==> src/design/tmds_pkg.sv <==
`default_nettype none

package tmds_pkg;

    // Item actions
    typedef enum logic [2:0] {
        ACT_LOAD      = 3'd0,
        ACT_UP_CHG    = 3'd1,
        ACT_UP_VAL    = 3'd2,
        ACT_RIGHT_CHG = 3'd3,
        ACT_RIGHT_VAL = 3'd4,
        ACT_DOWN_CHG  = 3'd5,
        ACT_DOWN_VAL  = 3'd6,
        ACT_READ      = 3'd7
    } t_action;

    // Configuration register indexes
    localparam int CFG_IDX_W  = 2;
    localparam int CFG_DATA_W = 7;
    localparam logic [CFG_IDX_W-1:0] CFG_WIDTH_LOG2 = 2'd0;
    localparam logic [CFG_IDX_W-1:0] CFG_MAP_HEIGHT = 2'd1;

    localparam logic [2:0] WIDTH_LOG2_RST = 3'd6;
    localparam logic [6:0] MAP_HEIGHT_RST = 7'd64;

    typedef struct packed {
        logic [2:0] action;
        logic [5:0] pos_x;
        logic [6:0] pos_y;
        logic [7:0] data_value;
    } t_item;

    typedef struct packed {
        logic       found;
        logic [6:0] stop_coord;
        logic [7:0] pixel_out;
    } t_result;

endpackage

`default_nettype wire

==> src/design/tmds_engine.sv <==
`default_nettype none

module tmds_engine import tmds_pkg::*; #(
    parameter int MAX_WIDTH_LOG2 = 6,
    parameter int STORE_DEPTH    = 8192
) (
    input  wire                            i_clk,
    input  wire                            i_rst_n,
    input  wire                            i_item_valid,
    output logic                           o_item_ready,
    input  wire  t_item                    i_item,
    input  wire  [2:0]                     i_width_log2,
    input  wire  [6:0]                     i_map_height,
    output logic                           o_ram_we,
    output logic [$clog2(STORE_DEPTH)-1:0] o_ram_addr,
    output logic [7:0]                     o_ram_wdata,
    input  wire  [7:0]                     i_ram_rdata,
    output logic                           o_res_valid,
    input  wire                            i_res_ready,
    output t_result                        o_res
);

    localparam int AW   = $clog2(STORE_DEPTH);
    localparam int EW   = $clog2(MAX_WIDTH_LOG2 + 1);
    localparam int WW   = MAX_WIDTH_LOG2 + 1;
    localparam int CXW  = (MAX_WIDTH_LOG2 > 6) ? MAX_WIDTH_LOG2 : 6;
    localparam int CW   = CXW + 2;
    localparam int FA_W = MAX_WIDTH_LOG2 + 8;
    localparam int CMPW = ((FA_W > AW) ? FA_W : AW) + 1;
    localparam logic [CMPW-1:0] DEPTH_C = CMPW'(STORE_DEPTH);

    typedef enum logic [3:0] {
        ST_IDLE  = 4'b0001,
        ST_FIRST = 4'b0010,
        ST_SCAN  = 4'b0100,
        ST_DONE  = 4'b1000
    } t_state;

    t_state          r_state, n_state;
    t_action         r_action, n_action;
    logic [CXW-1:0]  r_cx, n_cx;
    logic [6:0]      r_cy, n_cy;
    logic [7:0]      r_val, n_val;
    logic [7:0]      r_start, n_start;
    logic            r_inside, n_inside;
    logic            r_oob;
    t_result         r_res, n_res;

    logic [EW-1:0]   eff;
    logic [WW-1:0]   map_w;
    logic            accept;
    logic            in_inside;
    logic            is_up, is_right, is_down, by_value;
    logic            at_edge;
    logic [CXW-1:0]  stp_cx;
    logic [6:0]      stp_cy;
    logic [CXW-1:0]  rd_x;
    logic [6:0]      rd_y;
    logic [FA_W-1:0] rd_full;
    logic            rd_ok;
    logic [7:0]      pix;
    logic            hit;

    // Saturate the width exponent and form the map width
    always_comb begin
        if (32'(i_width_log2) > MAX_WIDTH_LOG2) begin
            eff = EW'(MAX_WIDTH_LOG2);
        end else begin
            eff = EW'(i_width_log2);
        end
        map_w = WW'(1) << eff;
    end

    assign o_item_ready = (r_state == ST_IDLE);
    assign accept       = i_item_valid && o_item_ready;
    assign in_inside    = (CW'(i_item.pos_x) < CW'(map_w)) && (i_item.pos_y < i_map_height);

    // Decode scan direction and kind
    always_comb begin
        is_up    = 1'b0;
        is_right = 1'b0;
        is_down  = 1'b0;
        by_value = 1'b0;
        case (r_action) inside
            ACT_UP_CHG, ACT_UP_VAL:       is_up    = 1'b1;
            ACT_RIGHT_CHG, ACT_RIGHT_VAL: is_right = 1'b1;
            ACT_DOWN_CHG, ACT_DOWN_VAL:   is_down  = 1'b1;
            default:                      is_up    = 1'b0;
        endcase
        case (r_action) inside
            ACT_UP_VAL, ACT_RIGHT_VAL, ACT_DOWN_VAL: by_value = 1'b1;
            default:                                 by_value = 1'b0;
        endcase
    end

    // Edge test and the coordinate one step on
    always_comb begin
        at_edge = 1'b0;
        stp_cx  = r_cx;
        stp_cy  = r_cy;
        if (is_up) begin
            at_edge = (r_cy == 7'd0);
            stp_cy  = r_cy - 7'd1;
        end else if (is_right) begin
            at_edge = (CW'(r_cx) + CW'(1)) >= CW'(map_w);
            stp_cx  = r_cx + CXW'(1);
        end else if (is_down) begin
            at_edge = ({1'b0, r_cy} + 8'd1) >= {1'b0, i_map_height};
            stp_cy  = r_cy + 7'd1;
        end
    end

    // Read address: the new item in idle, else the next scan pixel
    always_comb begin
        if (r_state == ST_IDLE) begin
            rd_x = CXW'(i_item.pos_x);
            rd_y = i_item.pos_y;
        end else begin
            rd_x = stp_cx;
            rd_y = stp_cy;
        end
        rd_full = (FA_W'(rd_y) << eff) + FA_W'(rd_x);
        rd_ok   = CMPW'(rd_full) < DEPTH_C;
    end

    assign o_ram_addr  = AW'(rd_full);
    assign o_ram_wdata = i_item.data_value;
    assign o_ram_we    = accept && (t_action'(i_item.action) == ACT_LOAD) && in_inside && rd_ok;

    // Pixel beyond the store reads as zero
    assign pix = r_oob ? 8'd0 : i_ram_rdata;
    assign hit = by_value ? (pix == r_val) : (pix != r_start);

    assign o_res_valid = (r_state == ST_DONE);
    assign o_res       = r_res;

    // Sequencer
    always_comb begin
        n_state  = r_state;
        n_action = r_action;
        n_cx     = r_cx;
        n_cy     = r_cy;
        n_val    = r_val;
        n_start  = r_start;
        n_inside = r_inside;
        n_res    = r_res;
        unique case (r_state)
            ST_IDLE: begin
                if (accept && (t_action'(i_item.action) != ACT_LOAD)) begin
                    n_action = t_action'(i_item.action);
                    n_cx     = CXW'(i_item.pos_x);
                    n_cy     = i_item.pos_y;
                    n_val    = i_item.data_value;
                    n_inside = in_inside;
                    n_state  = ST_FIRST;
                end
            end
            ST_FIRST: begin
                n_start = pix;
                n_res   = '0;
                if (r_action == ACT_READ) begin
                    n_res.found     = 1'b1;
                    n_res.pixel_out = r_inside ? pix : 8'd0;
                    n_state         = ST_DONE;
                end else if (!r_inside || at_edge) begin
                    n_state = ST_DONE;
                end else begin
                    n_cx    = stp_cx;
                    n_cy    = stp_cy;
                    n_state = ST_SCAN;
                end
            end
            ST_SCAN: begin
                n_res = '0;
                if (hit) begin
                    n_res.found      = 1'b1;
                    n_res.stop_coord = is_right ? 7'(r_cx) : r_cy;
                    n_res.pixel_out  = pix;
                    n_state          = ST_DONE;
                end else if (at_edge) begin
                    n_state = ST_DONE;
                end else begin
                    n_cx = stp_cx;
                    n_cy = stp_cy;
                end
            end
            ST_DONE: begin
                if (i_res_ready) begin
                    n_state = ST_IDLE;
                end
            end
            default: begin
                n_state = ST_IDLE;
            end
        endcase
    end

    always_ff @(posedge i_clk) begin
        if (!i_rst_n) begin
            r_state <= ST_IDLE;
        end else begin
            r_state <= n_state;
        end
        r_action <= n_action;
        r_cx     <= n_cx;
        r_cy     <= n_cy;
        r_val    <= n_val;
        r_start  <= n_start;
        r_inside <= n_inside;
        r_res    <= n_res;
        r_oob    <= !rd_ok;
    end

endmodule

`default_nettype wire

==> config.mk <==
export PLATFORM = sky130hd
export DESIGN_NAME = tmds_engine
export DESIGN_NICKNAME = d
export VERILOG_FILES = /design/src/design/tmds_pkg.sv /design/src/design/tmds_engine.sv
export SDC_FILE = /design/constraint.sdc
export NUM_CORES = 1
export LEC_CHECK = 0
export ABC_AREA = 1
export BUFFER_PORTS_ARGS = -buffer_cell sky130_fd_sc_hd__buf_2
export CORE_ASPECT_RATIO = 1.75
export CORE_MARGIN = 2
export CORE_UTILIZATION = 35
export DETAILED_ROUTE_END_ITERATION = 10
export HOLD_SLACK_MARGIN = 0.15
export PLACE_DENSITY = 0.56
export SLEW_MARGIN = 5
export SYNTH_ARGS = -nofsm -noshare
export SYNTH_HDL_FRONTEND = slang
export SYNTH_SLANG_ARGS = --single-unit
==> constraint.sdc <==
create_clock -name i_clk -period 3.5 [get_ports i_clk]
set_input_delay 0.525 -clock i_clk [delete_from_list [all_inputs] [get_ports i_clk]]
set_output_delay 0.525 -clock i_clk [all_outputs]
set_load 0.05 [all_outputs]
# --- Yosys cells after proc, flatten, opt, wreduce, memory -nomap -nowiden ---
# Cells that the tools add are included.
word_totals:
  input_bits: 46
  reg_bits: 54
  out_inout_bits: 40
  wordCells: 111
op_classes:
  n_reduce_logical: 21
  muxes: 45
  shifts: 2
  n_addsub: 6
  n_lt_le_gt_ge: 6
  n_eq_ne: 20
ops:
  columns: ["cell", "count"]
  rows:
  - ["two-way mux 7 bit", 10]
  - ["two-way mux 6 bit", 8]
  - ["case mux 16 bit (2 select lines)", 1]
  - ["two-way mux 4 bit", 6]
  - ["two-way mux 8 bit", 3]
  - ["case mux 7 bit (3 select lines)", 1]
  - ["case mux 6 bit (3 select lines)", 1]
  - ["two-way mux 16 bit", 1]
  - ["case mux 4 bit (4 select lines)", 1]
  - ["adder 14 x 6 -> 14 bit", 1]
  - ["< comparator 14 bit (second input constant)", 1]
  - ["<< shifter 7 x 3 -> 14 bit", 1]
  - ["equality test 3 bit (second input constant)", 4]
  - ["two-way mux 1 bit", 12]
  - ["adder 7 x 1 -> 8 bit (second input constant)", 1]
  - ["equality test 8 bit", 1]
  - ["greater-or-equal comparator 8 x 7 -> 1 bit", 1]
  - ["!= test 2 bit (second input constant)", 4]
  - ["!= test 8 bit", 1]
  - ["adder 6 x 1 -> 7 bit (second input constant)", 1]
  - ["adder 7 x 1 -> 7 bit (second input constant)", 1]
  - ["greater-or-equal comparator 7 bit", 1]
  - ["logical NOT 7 bit", 1]
  - ["< comparator 6 x 7 -> 1 bit", 1]
  - ["other kinds (25)", 36]

# --- Depth between registers and ports, before layout ---
# Gate-level depths: netlist (run 1).
depth:
  ltp_word: 13
  ltp_mapped: 26
  mapped_depth_nobuf: 25

# --- Worst setup path after synthesis (run 1) ---
# Ideal clock, no wire load.
synth_path:
  path_kind: "register to output"
  from: "register r_state[3]"
  to: "output port o_ram_we"
  slack_ns: -0.409
  path_buffers: 2
  stages_incl_launch_ff: 21
  t_required_ns: 2.975
  t_arrival_ns: 3.384
  cell_sequence: "dfxtp_1 nor2_1 nand3_2 inv_2 buf_2 buf_1 o21ai_0 ha_1 nand2_1 nor2_1 a211oi_1 nor2_1 o21ai_0 nand2_1 a21oi_1 inv_1 nand3_2 nor2_4 nand3_2 nand2_1 inv_1"
synth_between:
  elab_chain_len: 6
  word_cells_on_any_way: 10
  cone_classes: "add/sub: 1; order compare: 1; eq/ne: 1; shift: 1; mux: 2; reduce/logical: 4"
synth_rtl:
  columns: ["item", "line", "rtl"]
  rows:
  - ["start, declared", "tmds_engine.sv:39", "t_state r_state, n_state;"]
  - ["start signal, assigned", "tmds_engine.sv:202", "r_state <= n_state;"]
  - ["equality test 4 x 1 -> 1 bit (*)", "tmds_engine.sv:74", "assign o_item_ready = (r_state == ST_IDLE);"]
  - ["named net o_item_ready", "tmds_engine.sv:10", "output logic o_item_ready,"]
  - ["two-way mux 7 bit", "tmds_engine.sv:115", "if (r_state == ST_IDLE) begin"]
  - ["<< shifter 7 x 3 -> 14 bit", "tmds_engine.sv:122", "rd_full = (FA_W'(rd_y) << eff) + FA_W'(rd_x);"]
  - ["adder 14 x 6 -> 14 bit", "tmds_engine.sv:122", null]
  - ["< comparator 14 bit", "tmds_engine.sv:123", "rd_ok = CMPW'(rd_full) < DEPTH_C;"]
  - ["logical AND 1 bit (*)", "tmds_engine.sv:128", "assign o_ram_we = accept && (t_action'(i_item.action) == ACT_LOAD) && in_inside && rd_ok;"]
  - ["end, declared", "tmds_engine.sv:14", "output logic o_ram_we,"]
# Mark *: on every way through the listed nets, which the timed path passes. The rest lies on a longest branch.

# --- Worst setup path in the final report (run 1) ---
layout_path:
  from: "register r_action[1]"
  to: "output port o_ram_addr[8]"
layout_between:
  elab_chain_len: 11
  word_cells_on_any_way: 24
  cone_classes: "add/sub: 1; eq/ne: 6; shift: 1; mux: 13; reduce/logical: 3"
layout_rtl:
  columns: ["item", "line", "rtl"]
  rows:
  - ["start, declared", "tmds_engine.sv:40", "t_action r_action, n_action;"]
  - ["start signal, assigned", "tmds_engine.sv:204", "r_action <= n_action;"]
  - ["equality test 3 bit (no source line)", null, null]
  - ["OR reduction 2 bit", "tmds_engine.sv:84", "case (r_action) inside"]
  - ["two-way mux 1 bit (3 in a row)", "tmds_engine.sv:84", null]
  - ["two-way mux 7 bit", "tmds_engine.sv:107", "end else if (is_down) begin"]
  - ["two-way mux 7 bit", "tmds_engine.sv:104", "end else if (is_right) begin"]
  - ["two-way mux 7 bit", "tmds_engine.sv:101", "if (is_up) begin"]
  - ["two-way mux 7 bit", "tmds_engine.sv:115", null]
  - ["<< shifter 7 x 3 -> 14 bit", "tmds_engine.sv:122", null]
  - ["adder 14 x 6 -> 14 bit (*)", "tmds_engine.sv:122", null]
  - ["end, declared", "tmds_engine.sv:15", "output logic [$clog2(STORE_DEPTH)-1:0] o_ram_addr,"]
# Mark *: on every way between the ends. The rest lies on a longest branch, timed or not.

==> metrics, run 1 <==
status finished with violations; violations in the final reports negative setup slack; final estimated routing congestion in global placement approximately 0.88; site row count 56; most common library cell in the layout ignoring fill and taps sky130_fd_sc_hd__nand2_1; routing usage on met2 around 41%; netlist area before placement a little under 0.005 sq mm; number of endpoints failing setup at the final stage 10; Highest Clock Rate approximately 250 MHz; Layout area overhead 36.58%; max_slew headroom 23.84%; Starting DRT DRC Count 188; worst clock skew on the final layout between 0.009 and 0.01 ns; number of flops mapped to enable cells by yosys 49; areal power density over the cells 902.6 mW/mm^2; post-route clock period utilization 113.4%; clk slew on worst S/H paths ~0.070 ns; Final #Nets 880; routed vias 4,846; Hold/Removal Path Class in -> reg; number of standard cells in the layout, taps in and fillers out 973; met3 GRT Util roughly 2.3%; Post-Syn Nets 722; worst hold margin between 0.4 and 0.5 ns; global route total overflow 0; Wirelength per Cell around 15 microns; drt first pass iters 4; CTS Root Buffer Type sky130_fd_sc_hd__clkbuf_16; number of standard cells after synthesis 640; maximum clock path buffer count 2; maxcap violations 0; synthesized area divided by synthesized cell count around 7.6 sq um; Async S/R FF share, synth 0%; kind of launch point of the worst setup path flop; met1 global-route usage approximately a fifth; antenna violations before repair 0; vias in the first global route 4,861; placeable core area between 0.01 and 0.015 sq mm; Initial Utilization about 36%; required time of the critical path just under 3 ns; total routing resource utilization after global routing 20.25%; transition time at the pin with the least slew margin between 1 and 1.5 ns; pin count of the biggest net entering global routing 24; first-pass GRT wire length between 20,000 and 25,000 microns; Placed Cells incl. Taps 944; clock tree from TritonCTS built; TritonCTS Buffers 5; Die Span X about 93 microns; drt total wl roughly 15,000 microns; Worst Setup End Kind primary output; # diodes 0; total count of hold-check failures in the final report 0; most frequent cells in the layout 126 x sky130_fd_sc_hd__nand2_1, 97 x sky130_fd_sc_hd__buf_4, 73 x sky130_fd_sc_hd__buf_2, 61 x sky130_fd_sc_hd__nand3_1, 61 x sky130_fd_sc_hd__inv_1; Lkg Pwr between 3 and 4 nW; number of max-slew violations in the final report 0; final standard cell utilization of the core around half; via density per instance around 5; sinks on the clock net 54; height of the chip 159.5 microns; kind of critical path reg -> out; final antenna-violating net count 0; worst supply voltage drop on vdd between 1 and 1.5 mV; proportion of layout cells with a drive suffix above 1 around two fifths; Seq/Total Area, Yosys between 30% and 40%; flip-flop and latch count after synthesis 54; hpwl dp about 12,000 microns; area of the die 0.01481 sq mm; setup repair after global routing missed its margin true; remaining design rule violation count 0; number of H-tree branching levels 2; setup slack after placement -0.3316 ns; worst path setup slack after routing -0.4690 ns; buffers added on ports 85; Ports 86; worst-path fanout max 5; fin crit period ~4.0 ns; global-route layer with the greatest usage met2; number of distinct library cells after synthesis 42; critical path data arrival time between 3 and 4 ns; most instantiated flip-flop cell in the synthesis netlist sky130_fd_sc_hd__edfxtp_1; warning count from the yosys run 0; Worst-Skew Late Latency roughly 0.3 ns
## worst paths after layout
path | start | to | slack, ns | cells past startpoint
setup / recovery | r_action[1] | o_ram_addr[8] | -0.47 | 20
setup reg to reg | r_cy[0] | r_cy[3] | 0.34 | 18
hold reg to reg | r_oob | r_start[3] | 0.63 | 1
hold / removal | i_item[6] | r_val[6] | 0.41 | 1
## critical path, stage by stage, from the launching register on
cell	delay (ns)
sky130_fd_sc_hd__edfxtp_1	0.47
sky130_fd_sc_hd__inv_2	0.12
sky130_fd_sc_hd__nand2_4	0.07
sky130_fd_sc_hd__nand3_4	0.12
sky130_fd_sc_hd__nand2_2	0.08
sky130_fd_sc_hd__inv_2	0.08
sky130_fd_sc_hd__nand2_2	0.07
sky130_fd_sc_hd__nand3_2	0.07
sky130_fd_sc_hd__and2_4	0.15
sky130_fd_sc_hd__nand2_2	0.05
sky130_fd_sc_hd__nor2_2	0.13
sky130_fd_sc_hd__ha_2	0.18
sky130_fd_sc_hd__inv_2	0.04
sky130_fd_sc_hd__fa_2	0.36
sky130_fd_sc_hd__o21ai_2	0.20
sky130_fd_sc_hd__a21oi_2	0.07
sky130_fd_sc_hd__o21bai_1	0.18
sky130_fd_sc_hd__nand3_1	0.14
sky130_fd_sc_hd__nor2_4	0.17
sky130_fd_sc_hd__xor2_1	0.16
sky130_fd_sc_hd__buf_4	0.22
## synth_stat cells (2+ instances only)
library cell               count  area (sq um)
sky130_fd_sc_hd__or2_2        10         62.56
sky130_fd_sc_hd__edfxtp_1     49          1471
sky130_fd_sc_hd__nor2_1       41         153.9
sky130_fd_sc_hd__a31oi_1       4         25.02
sky130_fd_sc_hd__nor2_4        4         45.04
sky130_fd_sc_hd__ha_1         35         437.9
sky130_fd_sc_hd__xnor2_1       8         70.07
sky130_fd_sc_hd__nand2_2      18         112.6
sky130_fd_sc_hd__nor4_1        5         31.28
sky130_fd_sc_hd__nand3_1      73         365.4
sky130_fd_sc_hd__o21ai_1       6         30.03
sky130_fd_sc_hd__buf_2         7         35.03
sky130_fd_sc_hd__a21oi_1      27         135.1
sky130_fd_sc_hd__o21ai_2       3         26.28
sky130_fd_sc_hd__dfxtp_1       5         100.1
sky130_fd_sc_hd__nand2_1     136         510.5
sky130_fd_sc_hd__nor2_2        6         37.54
sky130_fd_sc_hd__clkbuf_1      4         15.01
sky130_fd_sc_hd__o21ai_0      27         135.1
sky130_fd_sc_hd__buf_4        25         187.7
sky130_fd_sc_hd__mux2i_1       2         20.02
sky130_fd_sc_hd__nand3_2      15         150.1
sky130_fd_sc_hd__o21a_1        2         15.01
sky130_fd_sc_hd__xor2_1       12         105.1
sky130_fd_sc_hd__inv_2         9         33.78
sky130_fd_sc_hd__inv_1        67         251.5
sky130_fd_sc_hd__nor3_1       10         50.05
sky130_fd_sc_hd__nand4_1      16         100.1
## report_power, final
part / leakage (nW) / internal [mW] / switching [mW]
clock network: 0.0760 / 0.338 / 0.241
registers: 0.499 / 0.899 / 0.130
logic: 2.54 / 1.76 / 2.60
total: 3.11 / 2.99 / 2.97
## what timing repair did
item                                    4_1_cts  5_1_grt
pin swaps                                    36       32
gates cloned                                  0        1
setup buffers                                17       10
hold buffers                                  0        0
endpoints found under the setup margin       12       25
resized for setup                            59       30
## per-stage QoR
| step | area, sq um | total power [mW] | TNS [ns] |
|---|---|---|---|
| floorplan | 4896 | 3.662 | -0.05878 |
| global placement | 5917 | 4.689 | -1.529 |
| detailed placement | 5917 | 4.737 | -1.838 |
| CTS | 6427 | 5.717 | -3.561 |
| global route | 6606 | 6.409 | -6.054 |
| finish | 6606 | 5.963 | -3.696 |
## routing by layer
| metal | wire length, microns | vias to the layer above | share of wire, % |
|---|---|---|---|
| li1 | - | 2461 | - |
| met1 | 5265 | 2247 | 35 |
| met2 | 8642 | 107 | 57 |
| met3 | 454 | 31 | 3.0 |
| met4 | 669 | 0 | 4.5 |
| met5 | 0 | - | 0 |
## layout make-up
type / count / area (sq um)
Clock buffer: 5 / 125.1
Clock inverter: 3 / 45.04
Tap cell: 174 / 217.7
Fill cell: 1353 / 6847
Inverter: 76 / 289.0
Multi-Input combinational cell: 473 / 3053
Sequential cell: 54 / 1572
Timing Repair Buffer: 188 / 1305
## logic make-up after synthesis
logic type	after synthesis	synth area share, %
AO/OA/AOI/OAI	77	8.873
XOR/XNOR	20	3.621
adder cells (fa/ha/maj)	36	9.467
buffers and inverters	113	10.89
flip-flops	54	32.49
multiplexers	2	0.4139
AND/OR/NAND/NOR	338	34.25
## flip-flops by register name (all words and copies together) (netlist names)
signal and count:
r_val 8, r_action 3, r_cy 7, r_inside 1, r_state 4, r_oob 1, r_start 8, o_res 16
r_cx 6
Note: power is estimated with default switching activity, not from simulation.
==> run 2, diff against run 1 <==
--- a/config.mk
+++ b/config.mk
@@ -11,8 +11,8 @@
 export CORE_MARGIN = 2
 export CORE_UTILIZATION = 35
 export DETAILED_ROUTE_END_ITERATION = 10
-export HOLD_SLACK_MARGIN = 0.15
-export PLACE_DENSITY = 0.56
+export HOLD_SLACK_MARGIN = 0.05
+export PLACE_DENSITY = 0.54
 export SLEW_MARGIN = 5
 export SYNTH_ARGS = -nofsm -noshare
 export SYNTH_HDL_FRONTEND = slang
==> constraint.sdc (replaced) <==
create_clock -name i_clk -period 4.1 [get_ports i_clk]
set_input_delay 0.615 -clock i_clk [delete_from_list [all_inputs] [get_ports i_clk]]
set_output_delay 0.615 -clock i_clk [all_outputs]
set_load 0.05 [all_outputs]
==> run 2 against run 1 <==
  * The run now ends clean
  * Non-clock buffer count decreased by 55
  * Die area unchanged
  * Total power decreased by 25%
  * Largest cell class unchanged
  * Largest power group unchanged
  * Highest routed layer unchanged
==> metrics, run 2 (synthesis gave the netlist of run 1 again) <==
areal power density over the cells 739.7 mW/mm^2 (-18%); Ports 86 (unchanged); vias in the first global route 4,641 (-4.5%); total count of hold-check failures in the final report 0 (unchanged); Lkg Pwr 2.812 nW (-9.7%); worst path setup slack after routing 0.09104 ns (+0.5600 ns); hpwl dp 11,640 microns (-3.9%); fin crit period roughly 4.0 ns; most frequent cells in the layout 128 x sky130_fd_sc_hd__nand2_1, 78 x sky130_fd_sc_hd__buf_2, 66 x sky130_fd_sc_hd__nand3_1, 61 x sky130_fd_sc_hd__inv_1, 49 x sky130_fd_sc_hd__edfxtp_1; crit path max-delay cell type sky130_fd_sc_hd__edfxtp_1; endpoint of the worst hold path r_val[2]; first-pass GRT wire length 22,340 microns (-5.4%); proportion of layout cells with a drive suffix above 1 33.20% (-6.5 points); internal reg-to-reg setup slack 0.69 ns (+0.35 ns); kind of launch point of the worst setup path flop; worst supply voltage drop on vdd 0.6370 mV (-50%); pin count of the biggest net entering global routing 23 (-4.2%); Starting DRT DRC Count 222 (+18%); via density per instance 5.047 (+1.3%); drt first pass iters 4 (unchanged); number of endpoints failing setup at the final stage 0 (-10); most common library cell in the layout ignoring fill and taps sky130_fd_sc_hd__nand2_1; register cell area after layout 0.001572 sq mm (unchanged); area of the die 0.01481 sq mm (unchanged); stage delay of the slowest cell on the critical path 0.49 ns (+0.02 ns); height of the chip 159.5 microns (unchanged); critical path, cell by cell nand2_4 > nand3_4 > buf_4 > o21ai_2 > inv_1 > nand3_2 > nand3_2 > nand2_2 > nand2_2 > nor2_4 > inv_2 > fa_2 > o21ai_2 > a21oi_2 > o21bai_1 > nand3_1 > nor2_4 > xor2_1 > buf_4; total routing resource utilization after global routing 19.09% (-1.2 points); maximum clock path buffer count 2 (unchanged); kind of critical path reg -> out; Highest Clock Rate 249.4 MHz; required time of the critical path 3.48 ns (+0.51 ns); Worst-Skew Late Latency 0.29 ns (about the same); transition time at the pin with the least slew margin 0.7032 ns (-0.4330 ns); CTS Root Buffer Type sky130_fd_sc_hd__clkbuf_16; drt total wl 14,080 microns (-6.3%); max_slew headroom 52.76% (+29 points); R2R Path End r_cx[3]; worst clock skew on the final layout 0.004909 ns (-0.004440 ns); clock tree from TritonCTS built; # diodes 0 (unchanged); worst hold path depth 1 (unchanged); FF-to-FF path depth 14 (-4); startpoint of the tightest hold check path i_item[2]; fillers 1,410 (+4.2%); number of H-tree branching levels 2 (unchanged); site row count 56 (unchanged); worst hold margin 0.5144 ns (+0.1051 ns); remaining design rule violation count 0 (unchanged); Die Span X 92.87 microns (unchanged); Initial Utilization 35.96% (unchanged); routed vias 4,633 (-4.4%); setup slack after placement -0.05151 ns (+0.2801 ns); maxcap violations 0 (unchanged); final estimated routing congestion in global placement 0.9673 (+9.9%); Layout area overhead 24.34%; post-route clock period utilization 97.78%; clk slew on worst S/H paths 0.06 ns (about the same); worst-path fanout max 5 (unchanged); critical path data arrival time 3.39 ns (-0.05 ns); final antenna-violating net count 0 (unchanged); buffers added on ports 85 (unchanged); post-layout total power 4.449 mW (-25%); Hold/Removal Path Class in -> reg; global route total overflow 0 (unchanged); # hold bufs at CTS 0 (unchanged); sinks on the clock net 54 (unchanged); number of flip-flops in the largest register 16 (unchanged); Wirelength per Cell 15.34 microns (-0.71%); setup repair after global routing missed its margin true; start of the worst register-to-register path r_cx[0]; antenna violations before repair 0 (unchanged); final standard cell utilization of the core 44.71% (-4.4 points); Worst Setup End Kind primary output; Multi-input gate area 0.002963 sq mm (-3.0%); TritonCTS Buffers 5 (unchanged); Final #Nets 825 (-6.3%); placeable core area 0.01345 sq mm (unchanged); number of max-slew violations in the final report 0 (unchanged); status complete, no violations
## run 2: cell types whose count changed in the layout (fill, tap and decap cells not counted), moves of 2 or more
cell,previous run,this run
sky130_fd_sc_hd__nand3_2,23,19
sky130_fd_sc_hd__buf_2,73,78
sky130_fd_sc_hd__xor2_1,10,12
sky130_fd_sc_hd__clkinvlp_4,3,0
sky130_fd_sc_hd__xor2_2,2,0
sky130_fd_sc_hd__nand2_2,24,22
sky130_fd_sc_hd__nand2_1,126,128
sky130_fd_sc_hd__buf_6,15,7
sky130_fd_sc_hd__a21oi_1,21,23
sky130_fd_sc_hd__buf_4,97,48
sky130_fd_sc_hd__nand3_1,61,66
## run 2: power breakdown
group	switching (mW)	internal, mW	total (mW)	leakage (nW)
logic	2.02	1.10	3.12	2.24
clock network	0.185	0.224	0.409	0.0683
registers	0.152	0.768	0.921	0.499
## run 2: worst max path at each step
stage | startpoint | endpoint | slack, ns
2_1_floorplan | r_state[3] | o_ram_we | 0.10
3_3_place_gp | r_cy[0] | o_ram_addr[8] | -0.02
3_5_place_dp | r_cy[0] | o_ram_addr[12] | -0.05
4_1_cts | r_action[1] | o_ram_addr[8] | 0.005
5_1_grt | r_action[1] | o_ram_we | -0.15
6_report | r_action[0] | o_ram_addr[8] | 0.09
## run 2: final cells by class
cell class | instances | area share, %
clock buffer | 6 | 2.143
clock inverter | 2 | 0.1456
inverter | 76 | 4.910
multi-input combinational | 473 | 49.26
sequential | 54 | 26.13
tap | 174 | 3.620
timing repair buffer | 133 | 13.79
## run 2: layer usage
layer / part of all wire (%) / up-vias / track usage, % / routed length [microns]
li1: - / 2348 / - / -
met1: 35 / 2145 / 18.22 / 4892
met2: 58 / 112 / 39.13 / 8205
met3: 3.2 / 28 / 1.751 / 451
met4: 3.8 / 0 / 8.556 / 532
met5: 0 / - / 0 / 0
## run 2: repair_timing
item,4_1_cts,5_1_grt
pin swaps,15,32
setup endpoints to repair,8,10
resized for setup,31,42
buffers inserted,13,11
## run 2: critical path, delay by kind of cell (launching register included)
kind            cells  cell delay, ns
simple gates        9            1.03
compound gates      4            0.53
flops               1            0.49
buf+inv             4            0.49
fa+ha+maj           1            0.39
xor+xnor            1            0.16
## run 2: through the flow
stage	area (sq um)	setup TNS (ns)	instances
after floorplan	4837	0	640
after global placement	5430	-0.03028	886
after detailed placement	5430	-0.1840	886
after CTS	5787	0	907
after global routing	6015	-0.8839	918
final	6015	0	918
==> run 3, diff against run 2 <==
--- a/config.mk
+++ b/config.mk
@@ -13,6 +13,7 @@
 export DETAILED_ROUTE_END_ITERATION = 10
 export HOLD_SLACK_MARGIN = 0.05
 export PLACE_DENSITY = 0.54
+export RECOVER_POWER = 100
 export SLEW_MARGIN = 5
 export SYNTH_ARGS = -nofsm -noshare
 export SYNTH_HDL_FRONTEND = slang
==> run 3 against run 2 <==
  * Via count increased by 0.11%
  * Sequential power about the same
  * Non-clock buffer count unchanged
  * Setup slack got worse by 0.0021 ns
  * Die area unchanged
  * Clock power about the same
  * Worst hold slack improved by 0.0049 ns
  * Flip-flop and latch count unchanged
  * Highest routed layer unchanged
==> metrics, run 3 (synthesis gave the netlist of run 1 again) <==
Die Span X 92.87 microns (unchanged); # diodes 0 (unchanged); Highest Clock Rate 249.3 MHz (about the same); hpwl dp 11,640 microns (unchanged); maxcap violations 0 (unchanged); maximum clock path buffer count 2 (unchanged); proportion of layout cells with a drive suffix above 1 27.02% (-6.2 points); worst supply voltage drop on vdd 0.6334 mV (-0.57%); most common library cell in the layout ignoring fill and taps sky130_fd_sc_hd__nand2_1; final antenna-violating net count 0 (unchanged); drt first pass iters 4 (unchanged); Worst Setup End Kind primary output; number of H-tree branching levels 2 (unchanged); setup slack after placement -0.05151 ns (unchanged); Lkg Pwr 2.692 nW (-4.2%); critical path data arrival time 3.40 ns (about the same); total non-filler cell area in the finished layout 0.005938 sq mm (-1.3%); transition time at the pin with the least slew margin 1.174 ns (+0.4705 ns); global route total overflow 0 (unchanged); number of flip-flops in the largest register 16 (unchanged); buffers added on ports 85 (unchanged); fin crit period 4.011 ns (+0.002070 ns); post-route clock period utilization 97.83% (about the same); site row count 56 (unchanged); total routing resource utilization after global routing 19.09% (unchanged); Layout area overhead 22.76%; final estimated routing congestion in global placement 0.9673 (unchanged); clock tree from TritonCTS built; routed vias 4,638 (+0.11%); status complete, no violations; kind of critical path reg -> out; # hold bufs at CTS 0 (unchanged); worst clock skew on the final layout 0.004508 ns (-0.0004007 ns); vias in the first global route 4,641 (unchanged); area of the die 0.01481 sq mm (unchanged); height of the chip 159.5 microns (unchanged); clk slew on worst S/H paths 0.06 ns (about the same); setup repair after global routing missed its margin true; worst hold path depth 1 (unchanged); Worst-Skew Late Latency 0.29 ns (about the same); worst hold margin 0.5193 ns (+0.004915 ns); required time of the critical path 3.48 ns (about the same); worst path setup slack after routing 0.08897 ns (-0.002070 ns); start of the worst register-to-register path r_cx[0]; Hold/Removal Path Class in -> reg; Starting DRT DRC Count 259 (+17%); antenna violations before repair 0 (unchanged); FF-to-FF path depth 14 (unchanged); placeable core area 0.01345 sq mm (unchanged); max_slew headroom 21.75% (-31 points); CTS Root Buffer Type sky130_fd_sc_hd__clkbuf_16; number of endpoints failing setup at the final stage 0 (unchanged); Wirelength per Cell 15.41 microns (+0.45%); most frequent cells in the layout 128 x sky130_fd_sc_hd__nand2_1, 66 x sky130_fd_sc_hd__nand3_1, 63 x sky130_fd_sc_hd__inv_1, 49 x sky130_fd_sc_hd__edfxtp_1; via density per instance 5.052 (+0.11%); sinks on the clock net 54 (unchanged); number of max-slew violations in the final report 0 (unchanged); crit path from r_action[0]; startpoint of the tightest hold check path i_item[2]; drt total wl 14,150 microns (+0.45%); worst-path fanout max 5 (unchanged); pin count of the biggest net entering global routing 23 (unchanged); total count of hold-check failures in the final report 0 (unchanged); first-pass GRT wire length 22,340 microns (unchanged); TritonCTS Buffers 5 (unchanged); area of placed instances 0.005430 sq mm (unchanged); Ports 86 (unchanged); Initial Utilization 35.96% (unchanged); kind of launch point of the worst setup path flop; final standard cell utilization of the core 44.14% (-0.57 points); remaining design rule violation count 0 (unchanged); areal power density over the cells 746.4 mW/mm^2 (+0.90%); Final #Nets 825 (unchanged)
==> run 3: critical path: stages, from the launching register on <==
cell,delay (ns)
sky130_fd_sc_hd__edfxtp_1,0.49
sky130_fd_sc_hd__nand2_4,0.16
sky130_fd_sc_hd__nand3_4,0.11
sky130_fd_sc_hd__buf_4,0.16
sky130_fd_sc_hd__o21ai_2,0.09
sky130_fd_sc_hd__inv_1,0.07
sky130_fd_sc_hd__nand3_2,0.09
sky130_fd_sc_hd__nand3_2,0.07
sky130_fd_sc_hd__nand2_2,0.08
sky130_fd_sc_hd__nand2_2,0.06
sky130_fd_sc_hd__nor2_4,0.15
sky130_fd_sc_hd__inv_2,0.05
sky130_fd_sc_hd__fa_2,0.39
sky130_fd_sc_hd__o21ai_2,0.18
sky130_fd_sc_hd__a21oi_2,0.07
sky130_fd_sc_hd__o21bai_1,0.19
sky130_fd_sc_hd__nand3_1,0.15
sky130_fd_sc_hd__nor2_4,0.16
sky130_fd_sc_hd__xor2_1,0.16
sky130_fd_sc_hd__buf_4,0.21
==> run 3: routing by layer <==
layer  share of wire [%]  vias to the layer above  GRT usage, %
li1                    -                     2350             -
met5                   0                        -             0
met4                 3.6                        0         8.556
met3                 3.1                       27         1.751
met2                  58                      108         39.13
met1                  35                     2153         18.22
==> run 3: what timing repair did <==
item                                   in CTS  in global routing
endpoints found under the hold margin       0                  0
setup endpoints to repair                   8                 10
gates resized for setup                    31                 42
pin swaps                                  15                 32
buffers inserted                           13                 11
==> run 3: layout make-up <==
| class | count | area [sq um] |
|---|---|---|
| Fill cell | 1436 | 7515 |
| Multi-Input combinational cell | 473 | 2949 |
| Sequential cell | 54 | 1572 |
| Timing Repair Buffer | 133 | 767.0 |
| Inverter | 76 | 295.3 |
| Tap cell | 174 | 217.7 |
| Clock buffer | 6 | 128.9 |
| Clock inverter | 2 | 8.758 |
==> run 3: path summary, 6_finish.rpt <==
check,slack [ns],end
worst min-delay path,0.52,r_val[2]
worst max register to register,0.68,r_cx[3]
worst min register to register,0.62,r_start[3]
worst max-delay path,0.09,o_ram_addr[8]
==> run 3: per-stage QoR <==
step           instances   TNS, ns  total power, mW
2_1_floorplan        640         0            3.085
3_5_place_dp         886   -0.1840            3.655
4_1_cts              907         0            4.269
6_report             918         0            4.432
3_3_place_gp         886  -0.03028            3.627
5_1_grt              918   -0.8837            4.778
==> run 3: power by group <==
part | total, mW | switching [mW] | internal [mW]
Clock | 0.410 | 0.186 | 0.224
Combinational | 3.10 | 2.02 | 1.08
Sequential | 0.923 | 0.153 | 0.770
